**config.mk**
```make
export PLATFORM = sky130hd
export DESIGN_NAME = ccmc_regs
export DESIGN_NICKNAME = d
export VERILOG_FILES = /design/src/rtl/core/ccmc_pkg.sv /design/src/rtl/core/ccmc_regs.sv
export SDC_FILE = /design/constraint.sdc
export NUM_CORES = 1
export LEC_CHECK = 0
export BUFFER_PORTS_ARGS = -buffer_cell sky130_fd_sc_hd__buf_2
export CAP_MARGIN = 20
export CORE_MARGIN = 2
export CORE_UTILIZATION = 40
export DETAILED_ROUTE_END_ITERATION = 12
export PLACE_DENSITY = 0.71
export SETUP_SLACK_MARGIN = 0.02
export SYNTH_ARGS = -nofsm -noshare
export SYNTH_HDL_FRONTEND = slang
export SYNTH_SLANG_ARGS = --single-unit
```
**constraint.sdc**
```tcl
create_clock -name clk -period 3 [get_ports clk]
set_input_delay 0.3 -clock clk [delete_from_list [all_inputs] [get_ports clk]]
set_output_delay 0.3 -clock clk [all_outputs]
set_load 0.02 [all_outputs]
```
**src/rtl/core/ccmc_pkg.sv**
```systemverilog
// Shared constants, register codes and types for the minimum-coin change engine.
package ccmc_pkg;

  localparam int SLOTS          = 6;
  localparam int NUM_COINS      = 6;
  localparam int MAX_AMOUNT_DEF = 1023;

  localparam int AMT_W   = 10;
  localparam int VAL_W   = 10;
  localparam int CNT_W   = 10;
  localparam int SEL_W   = 3;
  localparam int BEST_W  = 11;
  localparam int ENTRY_W = BEST_W + SEL_W;

  localparam logic [BEST_W-1:0] UNREACHED = '1;

  localparam int IN_DATA_W  = 16;
  localparam int OUT_DATA_W = 64;
  localparam int OUT_PAD_W  = OUT_DATA_W - SLOTS * CNT_W;

  localparam int APB_AW = 5;
  localparam int APB_DW = 32;

  typedef logic [2:0] reg_idx_t;
  localparam reg_idx_t REG_COINS_IN_USE = 3'd0;
  localparam reg_idx_t REG_COIN_VALUE_0 = 3'd1;
  localparam reg_idx_t REG_COIN_VALUE_5 = 3'd6;

  typedef struct packed {
    logic [SEL_W-1:0]              coins_in_use;
    logic [SLOTS-1:0][VAL_W-1:0]   coin_value;
  } cfg_t;

  typedef struct packed {
    logic                          reachable;
    logic [SLOTS-1:0][CNT_W-1:0]   coin_count;
  } result_t;

  typedef struct packed {
    logic [SEL_W-1:0]  pick;
    logic [BEST_W-1:0] best;
  } entry_t;

  typedef enum logic [2:0] {
    ST_IDLE,
    ST_INIT,
    ST_ROW,
    ST_WALK_RD,
    ST_WALK_UPD,
    ST_DONE
  } state_t;

endpackage

```
**src/rtl/core/ccmc_regs.sv**
```systemverilog
// APB register file holding the coin count and the coin denominations.
module ccmc_regs
  import ccmc_pkg::*;
(
  input  logic              clk,
  input  logic              rst,
  input  logic              psel,
  input  logic              penable,
  input  logic              pwrite,
  input  logic [APB_AW-1:0] paddr,
  input  logic [APB_DW-1:0] pwdata,
  output logic [APB_DW-1:0] prdata,
  output logic              pready,
  output cfg_t              cfg
);

  reg_idx_t idx;
  reg_idx_t slot;
  logic     wr_en;

  assign idx    = paddr[APB_AW-1:2];
  assign slot   = idx - REG_COIN_VALUE_0;
  assign pready = 1'b1;
  assign wr_en  = psel && penable && pwrite && pready;

  always_ff @(posedge clk) begin
    if (rst) begin
      cfg.coins_in_use <= SEL_W'(1);
      for (int k = 0; k < SLOTS; k++) begin
        cfg.coin_value[k] <= VAL_W'(1);
      end
    end else if (wr_en) begin
      unique case (idx) inside
        REG_COINS_IN_USE: cfg.coins_in_use <= pwdata[SEL_W-1:0];
        [REG_COIN_VALUE_0:REG_COIN_VALUE_5]: cfg.coin_value[slot] <= pwdata[VAL_W-1:0];
        default: ;
      endcase
    end
  end

  always_comb begin
    prdata = '0;
    unique case (idx) inside
      REG_COINS_IN_USE: prdata = APB_DW'(cfg.coins_in_use);
      [REG_COIN_VALUE_0:REG_COIN_VALUE_5]: prdata = APB_DW'(cfg.coin_value[slot]);
      default: prdata = '0;
    endcase
  end

endmodule

```
# Word level (Yosys, flattened, before mapping)
# Index checks and enable logic that the tools add are counted.
op_classes:
  add_sub_neg: 1
  mul: 0
  n_div: 0
  n_lt_le_gt_ge: 4
  eq_ne: 0
  n_shift: 0
  mux: 6
  bitwise: 0
  n_reduce_logical: 7
op_table:
  columns: ["operator", "n"]
  rows:
  - ["bitwise mux 60 bit", 1]
  - ["binary-select mux 10 bit (select 3 bit)", 1]
  - ["demux 10 bit (select 3 bit)", 1]
  - ["two-way mux 10 bit", 2]
  - ["case mux 10 bit (2 select lines)", 1]
  - [">= comparator 3 x 1 -> 1 bit (second input constant)", 2]
  - ["logical AND 1 bit", 4]
  - ["less-than comparator 3 x 4 -> 1 bit (second input constant)", 1]
  - ["AND reduction 2 bit", 2]
  - ["<= comparator 3 bit (second input constant)", 1]
  - ["zero test 3 bit", 1]
  - ["subtractor 3 x 1 -> 3 bit (second input constant)", 1]
totals:
  register_bits: 63
  latch_bits: 0
  mem_bits_rw: 0
  romBits: 0
  input_bits: 42
  output_inout_bits: 96
  elab_cells: 25
  mem_count: 0

# Logic depth before layout (Yosys ltp)
# Gate-level depths: netlist (run 1).
depth:
  word_depth: 6
  mapped_depth: 9
  mapped_depth_nobuf: 6

# Least setup slack after synthesis (run 1)
# Ideal clock, no wire load.
synth_timing:
  path_type: "in2out"
  from: "input paddr[2]"
  to: "output prdata[3]"
  arrival_time_ps: 2792
  t_required_ps: 2700
  path_slack_ps: -92
  cell_stages: 8
  path_buffers: 3
  path_cell_list: "buf_1 -> buf_1 -> inv_1 -> ha_1 -> xnor2_4 -> clkbuf_1 -> o211ai_1 -> a211oi_1"
synth_between:
  elab_chain_cells: 4
  elab_cells_between_ends: 8
  cone_classes: "1 x add/sub; 2 x order compare; 3 x mux; 2 x reduce/logical"
synth_lines:
  columns: ["element", "line", "text"]
  rows:
  - ["from (decl)", "ccmc_regs.sv:10", "input logic [APB_AW-1:0] paddr,"]
  - ["subtractor 3 x 1 -> 3 bit", "ccmc_regs.sv:22", "assign slot = idx - REG_COIN_VALUE_0;"]
  - ["binary-select mux 10 bit (select 3 bit)", "ccmc_regs.sv:45", "[REG_COIN_VALUE_0:REG_COIN_VALUE_5]: prdata = APB_DW'(cfg.coin_value[slot]);"]
  - ["two-way mux 10 bit (not written as such)", "ccmc_regs.sv:45", null]
  - ["case mux 10 bit (2 select lines) *", "ccmc_regs.sv:43", "unique case (idx) inside"]
  - ["to (decl)", "ccmc_regs.sv:12", "output logic [APB_DW-1:0] prdata,"]
# Mark *: on every way between the ends. The rest lies on a longest branch, timed or not. The select of a mux whose other input is x is not followed.

# Worst setup path in the final report (run 1)
layout_timing:
  from: "input paddr[3]"
  to: "output prdata[0]"
# The elaborated chain is that of the path after synthesis.

==> results of run 1 <==
[cells in the final DEF (no fill, tap or decap), types with 2 or more instances in the layout]
| master | n |
|---|---|
| a211oi_2 | 6 |
| a21oi_1 | 12 |
| a22o_1 | 3 |
| a31oi_1 | 3 |
| buf_2 | 90 |
| buf_4 | 14 |
| clkbuf_8 | 11 |
| conb_1 | 23 |
| dfxtp_1 | 63 |
| ha_1 | 4 |
| inv_1 | 2 |
| mux2_2 | 9 |
| mux2i_1 | 69 |
| nand2_1 | 2 |
| nand2b_1 | 64 |
| nand3b_1 | 12 |
| nor2_1 | 10 |
| nor2b_1 | 2 |
| nor3_1 | 3 |
| o211ai_1 | 12 |
| or3_1 | 2 |
| or4_1 | 2 |
[metrics by stage]
stage               setup slack [ps]  hold WS [ps]   util
detailed placement               342           473  0.477
finish                           412           202  0.501
global placement                 416           471  0.477
global route                     279           189  0.501
floorplan                       74.9           418      -
CTS                              439           181  0.501
[per-layer routing]
layer  share of wire  track usage
met4          0.0084       0.0657
met2            0.45        0.307
met5               0            0
met3           0.077       0.0636
met1            0.46        0.258
[worst paths after layout]
kind              cells after the start  slack (ps)        end
setup / recovery                      9         410  prdata[0]
setup reg to reg                      2        2130    cfg[60]
hold reg to reg                       2         490    cfg[15]
hold / removal                        2         200    cfg[60]
[where the power goes]
group          internal (W)  switching [W]  total (W)
Sequential         0.000842     0.00000470   0.000847
Clock              0.000423       0.000323   0.000746
Combinational     0.0000949       0.000180   0.000275
[area by class of cell]
type                            instances  area, um^2  share of cell area
Clock inverter                          3        42.5              0.0103
Tap cell                              105         131              0.0318
Clock buffer                           12         155              0.0375
Multi-Input combinational cell        256        1980               0.479
Inverter                                2        7.51             0.00182
Sequential cell                        63        1260               0.305
Timing Repair Buffer                  104         556               0.134
[logic make-up after synthesis]
family,Yosys count,share of synthesized area
AOI/OAI and AO/OA,42,0.0826
xor gates and xnor gates,2,0.0128
adders and majority gates,4,0.0146
buffers and inverters,50,0.0851
DFF,63,0.368
muxes,79,0.238
other,2,0.00219
and+or+nand+nor,106,0.197
==> impl.org, run 1 <==
** Outcome
- The run finished with clean final reports.

** Power
- In this run the static leakage power is 2.10 nW.
- Max rail drop VDD :: 0.296 mV
- Pwr Total :: 0.00187 W
- Power spread over the standard cell area amounts to 452 nW/um^2.

** Die
- Floorplan Core Area :: 8260 um^2
- The die is 96.5 um tall.
- Horizontal die dimension :: 96.5 um
- Floorplan die area :: 9320 um^2
- For this configuration, the core starts out at a cell density of 0.415.
- Top-level I/O count :: 138
- Num rows :: 33

** Global route
- Entering global routing, the biggest net connects 29 pins.
- Remaining global-route overflow :: 0
- The number of antenna violations at the first check in global routing came to 0.
- Vias in the first global route :: 2703
- Wire length of the first global-routing pass :: 13700 um
- GRT Total Usage :: 0.197

** CTS
- Counting the buffers created by CTS gives 9.
- The clock passes through at most 2 buffers.
- Post-CTS Hold Fix Bufs :: 0
- The clock reaches the later pin of the worst-skew pair after 340 ps.
- Library cell used as clock root buffer :: clkbuf_8
- Post-CTS repair changed the size of 0 cells.
- Clock-pin slew was measured on the worst setup and hold paths at 60 ps.
- Buffers added to address setup during post-CTS repair amount to 0.
- TritonCTS built the clock tree.
- Clk sink count :: 63
- The H-tree generated during clock tree synthesis spans 3 levels.

** Finish
- Layout cell share with drive strength beyond 1 :: 0.323
- Largest registers in the final layout :: cfg x63
- Post-layout net count :: 482
- Final std cell area, no fill :: 4130 um^2
- The filler cells instantiated in the layout total 763.
- Register with the most flip-flops :: cfg
- Max reg flops :: 63
- Once layout is complete, the cells apart from fillers number 545.
- The repair_antennas step left the layout with diodes totalling 0.
- Relative to the synthesized area, the layout overhead comes to 20.7%.

** STA
- Total Neg Setup Slack :: 0 ps
- Clock skew after layout :: 0 ps
- Unrepaired setup endpoints after global routing :: false
- Final critical-path share of the clock period :: 0.863
- Slew at the pin closest to its max-slew limit :: 742 ps
- F_max :: 386 MHz
- Final setup vio count :: 0
- Hold violation total from the final report :: 0
- In this run the tightest slew margin relative to its limit is 0.504.
- The number of pins with negative max-slew slack in the final report came to 0.
- The worst path needs 2590 ps of the cycle, external delays included.

** Worst setup path
- R2R Path Start :: cfg[60]
- Cell with the biggest individual delay on the critical path :: xnor2_4
- The critical path goes through buf_2, inv_1, ha_1, xnor2_4, buf_4, a21oi_1, a31oi_1, a22o_1, buf_2.
- Startpoint type of the worst setup path :: primary input
- Most numerous cell on the critical path :: buf_2
- Critical Path Sink Type :: primary output
- Counting both buffers and inverters, the worst setup path holds a total of 4.
- Required time at the worst-slack endpoint :: 2700 ps
- In this run the worst path has a maximum fanout of 21.
- Setup crit start :: paddr[3]
- Delay-heaviest family, CP :: buffers and inverters
- Slowest Stage Delay on Critical Path :: 450 ps
- Signal arrival time at the worst endpoint :: 2290 ps
- The critical path is of the in2out type.

** Drt
- In the routed design, unresolved DRC markers number 0.
- Vias :: 2819
- Dividing the detail-routed wire length by the instance count gives 16.2 um.
- The first TritonRoute pass finished after 4 iterations.
- After detailed routing, the number of vias per cell comes to 5.17.
- Final ANT Viol Nets :: 0
- Wire length reported by the detailed router :: 8830 um
- In this run, the number of DRC markers left after iteration 0 of detailed routing was 138.

** Yosys
- The synthesized design spends more area on one cell type than any other, namely dfxtp_1.
- Post-synth EDFFs :: 0
- Most used standard cells in the synthesized netlist :: mux2i_1 (69), nand2b_1 (64), dfxtp_1 (63), buf_4 (23), clkbuf_1 (13)
- Sequential cell area fraction in the yosys report :: 0.368
- The mapped netlist covers 3420 um^2.
- Most common cell in the synthesized netlist :: mux2i_1
- Fraction of synthesized cell area taken by the top area cell type :: 0.368
- Yosys synthesis warning count :: 0
- Syn_area_per_cell :: 9.84 um^2
- Gate Count Post-Synth :: 348
- Counting flops with an async set or reset pin after synthesis yields a share of 0.
- Unique masters post-synth :: 41
- Number of storage elements in the synthesis netlist :: 63
- In the post-synthesis netlist, the biggest area contributors are dfxtp_1 (37%), mux2i_1 (20%), nand2b_1 (12%).
- Post-synth top flop :: dfxtp_1

** Placed design
- RD Place Congestion :: 0.817
- Final HPWL DP :: 6330 um
- Quantity of I/O buffers inserted on ports :: 90
- Once placement finished, the instance area stood at 3940 um^2.
- After detailed placement, the design holds a cell count of 530.

** Hold path
- Type of the tightest min-delay check :: in2reg
- Startpoint of the tightest hold check path :: pwdata[0]

** Flow run
- Max Cap Viol :: 0
(Power assumes the default switching activity.)
==> run 2: changes to the inputs <==
--- a/config.mk
+++ b/config.mk
@@ -9,6 +9,8 @@
 export CAP_MARGIN = 20
+export CELL_PAD_IN_SITES_DETAIL_PLACEMENT = 0
+export CELL_PAD_IN_SITES_GLOBAL_PLACEMENT = 1
 export CORE_MARGIN = 2
-export CORE_UTILIZATION = 40
+export CORE_UTILIZATION = 32
 export DETAILED_ROUTE_END_ITERATION = 12
-export PLACE_DENSITY = 0.71
+export PLACE_DENSITY_LB_ADDON = 0.1
 export SETUP_SLACK_MARGIN = 0.02
==> constraint.sdc (replaced) <==
create_clock -name clk -period 3 [get_ports clk]
set_input_delay 0.6 -clock clk [delete_from_list [all_inputs] [get_ports clk]]
set_output_delay 0.6 -clock clk [all_outputs]
set_load 0.02 [all_outputs]
==> impl.org, run 2 (synthesized netlist as in run 1, its figures left out) <==
** Worst setup path
- Startpoint type of the worst setup path :: primary input
- STA puts the critical path data arrival time at 2250 ps.
- The critical path goes through buf_2, buf_4, ha_1, or4_1, o21ai_2, buf_4, a211oi_2, buf_2.
- Slowest Stage Delay on Critical Path :: 410 ps
- Maximum fanout count along the critical path :: 13
- The number of buffers and inverters on the critical path is 4.
- On the critical path, the stage with the largest delay is an instance of or4_1.
- STA classifies the critical path endpoint as a primary output.
- Required time at the worst-slack endpoint :: 2400 ps
- Broken down by cell family, the worst path's largest delay share belongs to buffers and inverters.
- The setup path with the least slack is of type in2out.

** Die
- Horizontal die dimension :: 107 um
- Top-level I/O count :: 138
- The floorplan has 37 rows.
- The floorplan step set the die height to 107 um.
- The die covers 11500 um^2.
- Floorplan Core Area :: 10400 um^2
- For this configuration, the core starts out at a cell density of 0.330.

** STA
- Worst rel slew slack :: 0.405
- Setup violations remaining at the end of the flow were counted as 0.
- On the final layout, the worst clock skew is 0 ps.
- For the finished layout, the period the worst path requires is 2850 ps.
- Hold violation total from the final report :: 0
- The number of pins with negative max-slew slack in the final report is 0.
- Based on the critical path, the design can be clocked at up to 350 MHz.
- Unrepaired setup endpoints after global routing :: false
- Hold Worst Slack :: 491 ps
- Final critical-path share of the clock period :: 0.952
- After layout, the worst setup slack is 145 ps.
- Slew at the pin closest to its max-slew limit :: 886 ps

** Finish
- Post-layout net count :: 493
- Top library cells by usage in the layout, fill and taps aside :: buf_2 (90), mux2i_1 (69), nand2b_1 (64), dfxtp_1 (63), conb_1 (23)
- Layout cell share with drive strength beyond 1 :: 0.344
- Across the whole layout, storage elements account for 1260 um^2.
- The finished cells cover 4340 um^2.
- Signed area change from the synthesized netlist to the final layout :: 26.7%
- Final standard cell count with taps included and fillers excluded :: 587
- Most common cell after layout, fill and taps aside :: buf_2
- Fill cells in the final layout number 1047.
- Register with the most flip-flops :: cfg
- The register with the most flip-flops in the layout has 63 of them.
- Summing all multi-input logic gate instances after layout gives 2010 um^2.
- 0 antenna diodes ended up in the layout.
- Largest registers in the final layout :: cfg x63

** Drt
- Detailed-routing iteration count for the pre-antenna-repair pass :: 4
- Wire length reported by the detailed router :: 9970 um
- DRC Markers :: 0
- After detailed routing, the average wire length per cell comes to 17.0 um.
- Vias :: 2811
- Iteration-0 DRC count of the detailed router :: 92
- Final ANT Viol Nets :: 0
- In the routed layout, each cell is associated on average with a via count of 4.79.

** Global route
- Wire length of the first global-routing pass :: 15400 um
- Vias in the first global route :: 2698
- Remaining global-route overflow :: 0
- GRT Total Usage :: 0.176
- Antenna violations before repair :: 0
- Largest net degree at the start of global routing :: 34

** Placed design
- The congestion estimate from routability-driven global placement came to 0.759.
- Placed instance count :: 570
- Post-place setup slack :: -43.1 ps
- Quantity of I/O buffers inserted on ports :: 90
- Final HPWL DP :: 6780 um
- Instance area at placement :: 4060 um^2

** CTS
- Deepest level of the CTS H-tree :: 3
- Post-CTS Hold Fix Bufs :: 0
- Counting along the longest clock path gives a buffer depth of 2.
- TritonCTS built the clock tree.
- Library cell used as clock root buffer :: clkbuf_8
- Clock tree synthesis inserted a total of 9 buffers.
- At the later pin of the worst-skew pair, clock insertion delay measures 340 ps.
- The clock drives 63 sinks.
- Clock transition at the registers of the reported paths :: 70 ps

** Power
- After layout, the design draws a total of 0.00202 W.
- Clock share of power :: 0.429
- Summed over all cells, the static leakage comes to 2.19 nW.
- In this run the power spent charging and discharging nets is 0.000535 W.
- Relative contribution of combinational cells to total power :: 0.152
- IR analysis of the VDD net gives a maximum drop of 0.227 mV.
- In this run the power density over the cells is 466 nW/um^2.
- The share of total power dissipated in sequential elements is 0.419.
- Of the total power, the share spent switching nets is 0.265.
- The internal power of the cells totals 0.00148 W.

** Outcome
- Run status :: finished clean

** Hold path
- Type of the tightest min-delay check :: reg2reg

** Flow run
- Max Cap Viol :: 0
## run 2: cell count changes in the layout (fill, tap and decap cells not counted), sizes merged
cell      previous run  this run
buf                104       114
bufinv               1         2
clkinvlp             1         0
xnor2                1         2
## run 2: tightest hold or removal path, delay by kind of cell, from the launching register on
kind          cells  cell delay, ps
flops             1             320
simple gates      1              60
mux               1              60
## run 2: power by group through the flow
stage,sequential [W],combinational (W),clock (W)
floorplan,0.000873,0.000218,0
global placement,0.000866,0.000289,0
detailed placement,0.000866,0.000290,0
CTS,0.000847,0.000301,0.000889
global route,0.000847,0.000334,0.000918
finish,0.000847,0.000306,0.000867
## run 2: path summary, 6_finish.rpt
| kind | depth (start not counted) | start | slack (ps) | to |
|---|---|---|---|---|
| setup reg to reg | 2 | cfg[60] | 2170 | cfg[60] |
| setup / recovery | 8 | paddr[2] | 150 | prdata[3] |
| hold reg to reg | 2 | cfg[5] | 490 | cfg[5] |
| hold / removal | 2 | cfg[5] | 490 | cfg[5] |
## run 2: area by class of cell
class / instances / area share
clock buffer: 12 / 0.0381
tap: 136 / 0.0392
timing repair buffer: 114 / 0.152
sequential: 63 / 0.291
clock inverter: 3 / 0.0150
multi-input combinational: 257 / 0.463
inverter: 2 / 0.00173
## run 2: what timing repair did
action | 4_1_cts | 5_1_grt
hold endpoints to repair | 0 | 0
gates cloned | 1 | 0
resized for setup | 1 | 1
setup endpoints to repair | 9 | 4
pin swaps | 1 | 1
setup buffers | 0 | 1
## run 2: layer usage
layer | global-route usage | vias up | part of all wire
met4 | 0.0641 | 0 | 0.016
met2 | 0.259 | 97 | 0.43
met3 | 0.0315 | 15 | 0.055
met5 | 0 | - | 0
li1 | - | 1369 | -
met1 | 0.256 | 1330 | 0.49
## run 2: per-stage QoR
stage | util | TNS, ps
floorplan | - | 0
global placement | 0.391 | -127
detailed placement | 0.391 | -184
CTS | 0.416 | 0
global route | 0.418 | 0
finish | 0.418 | 0
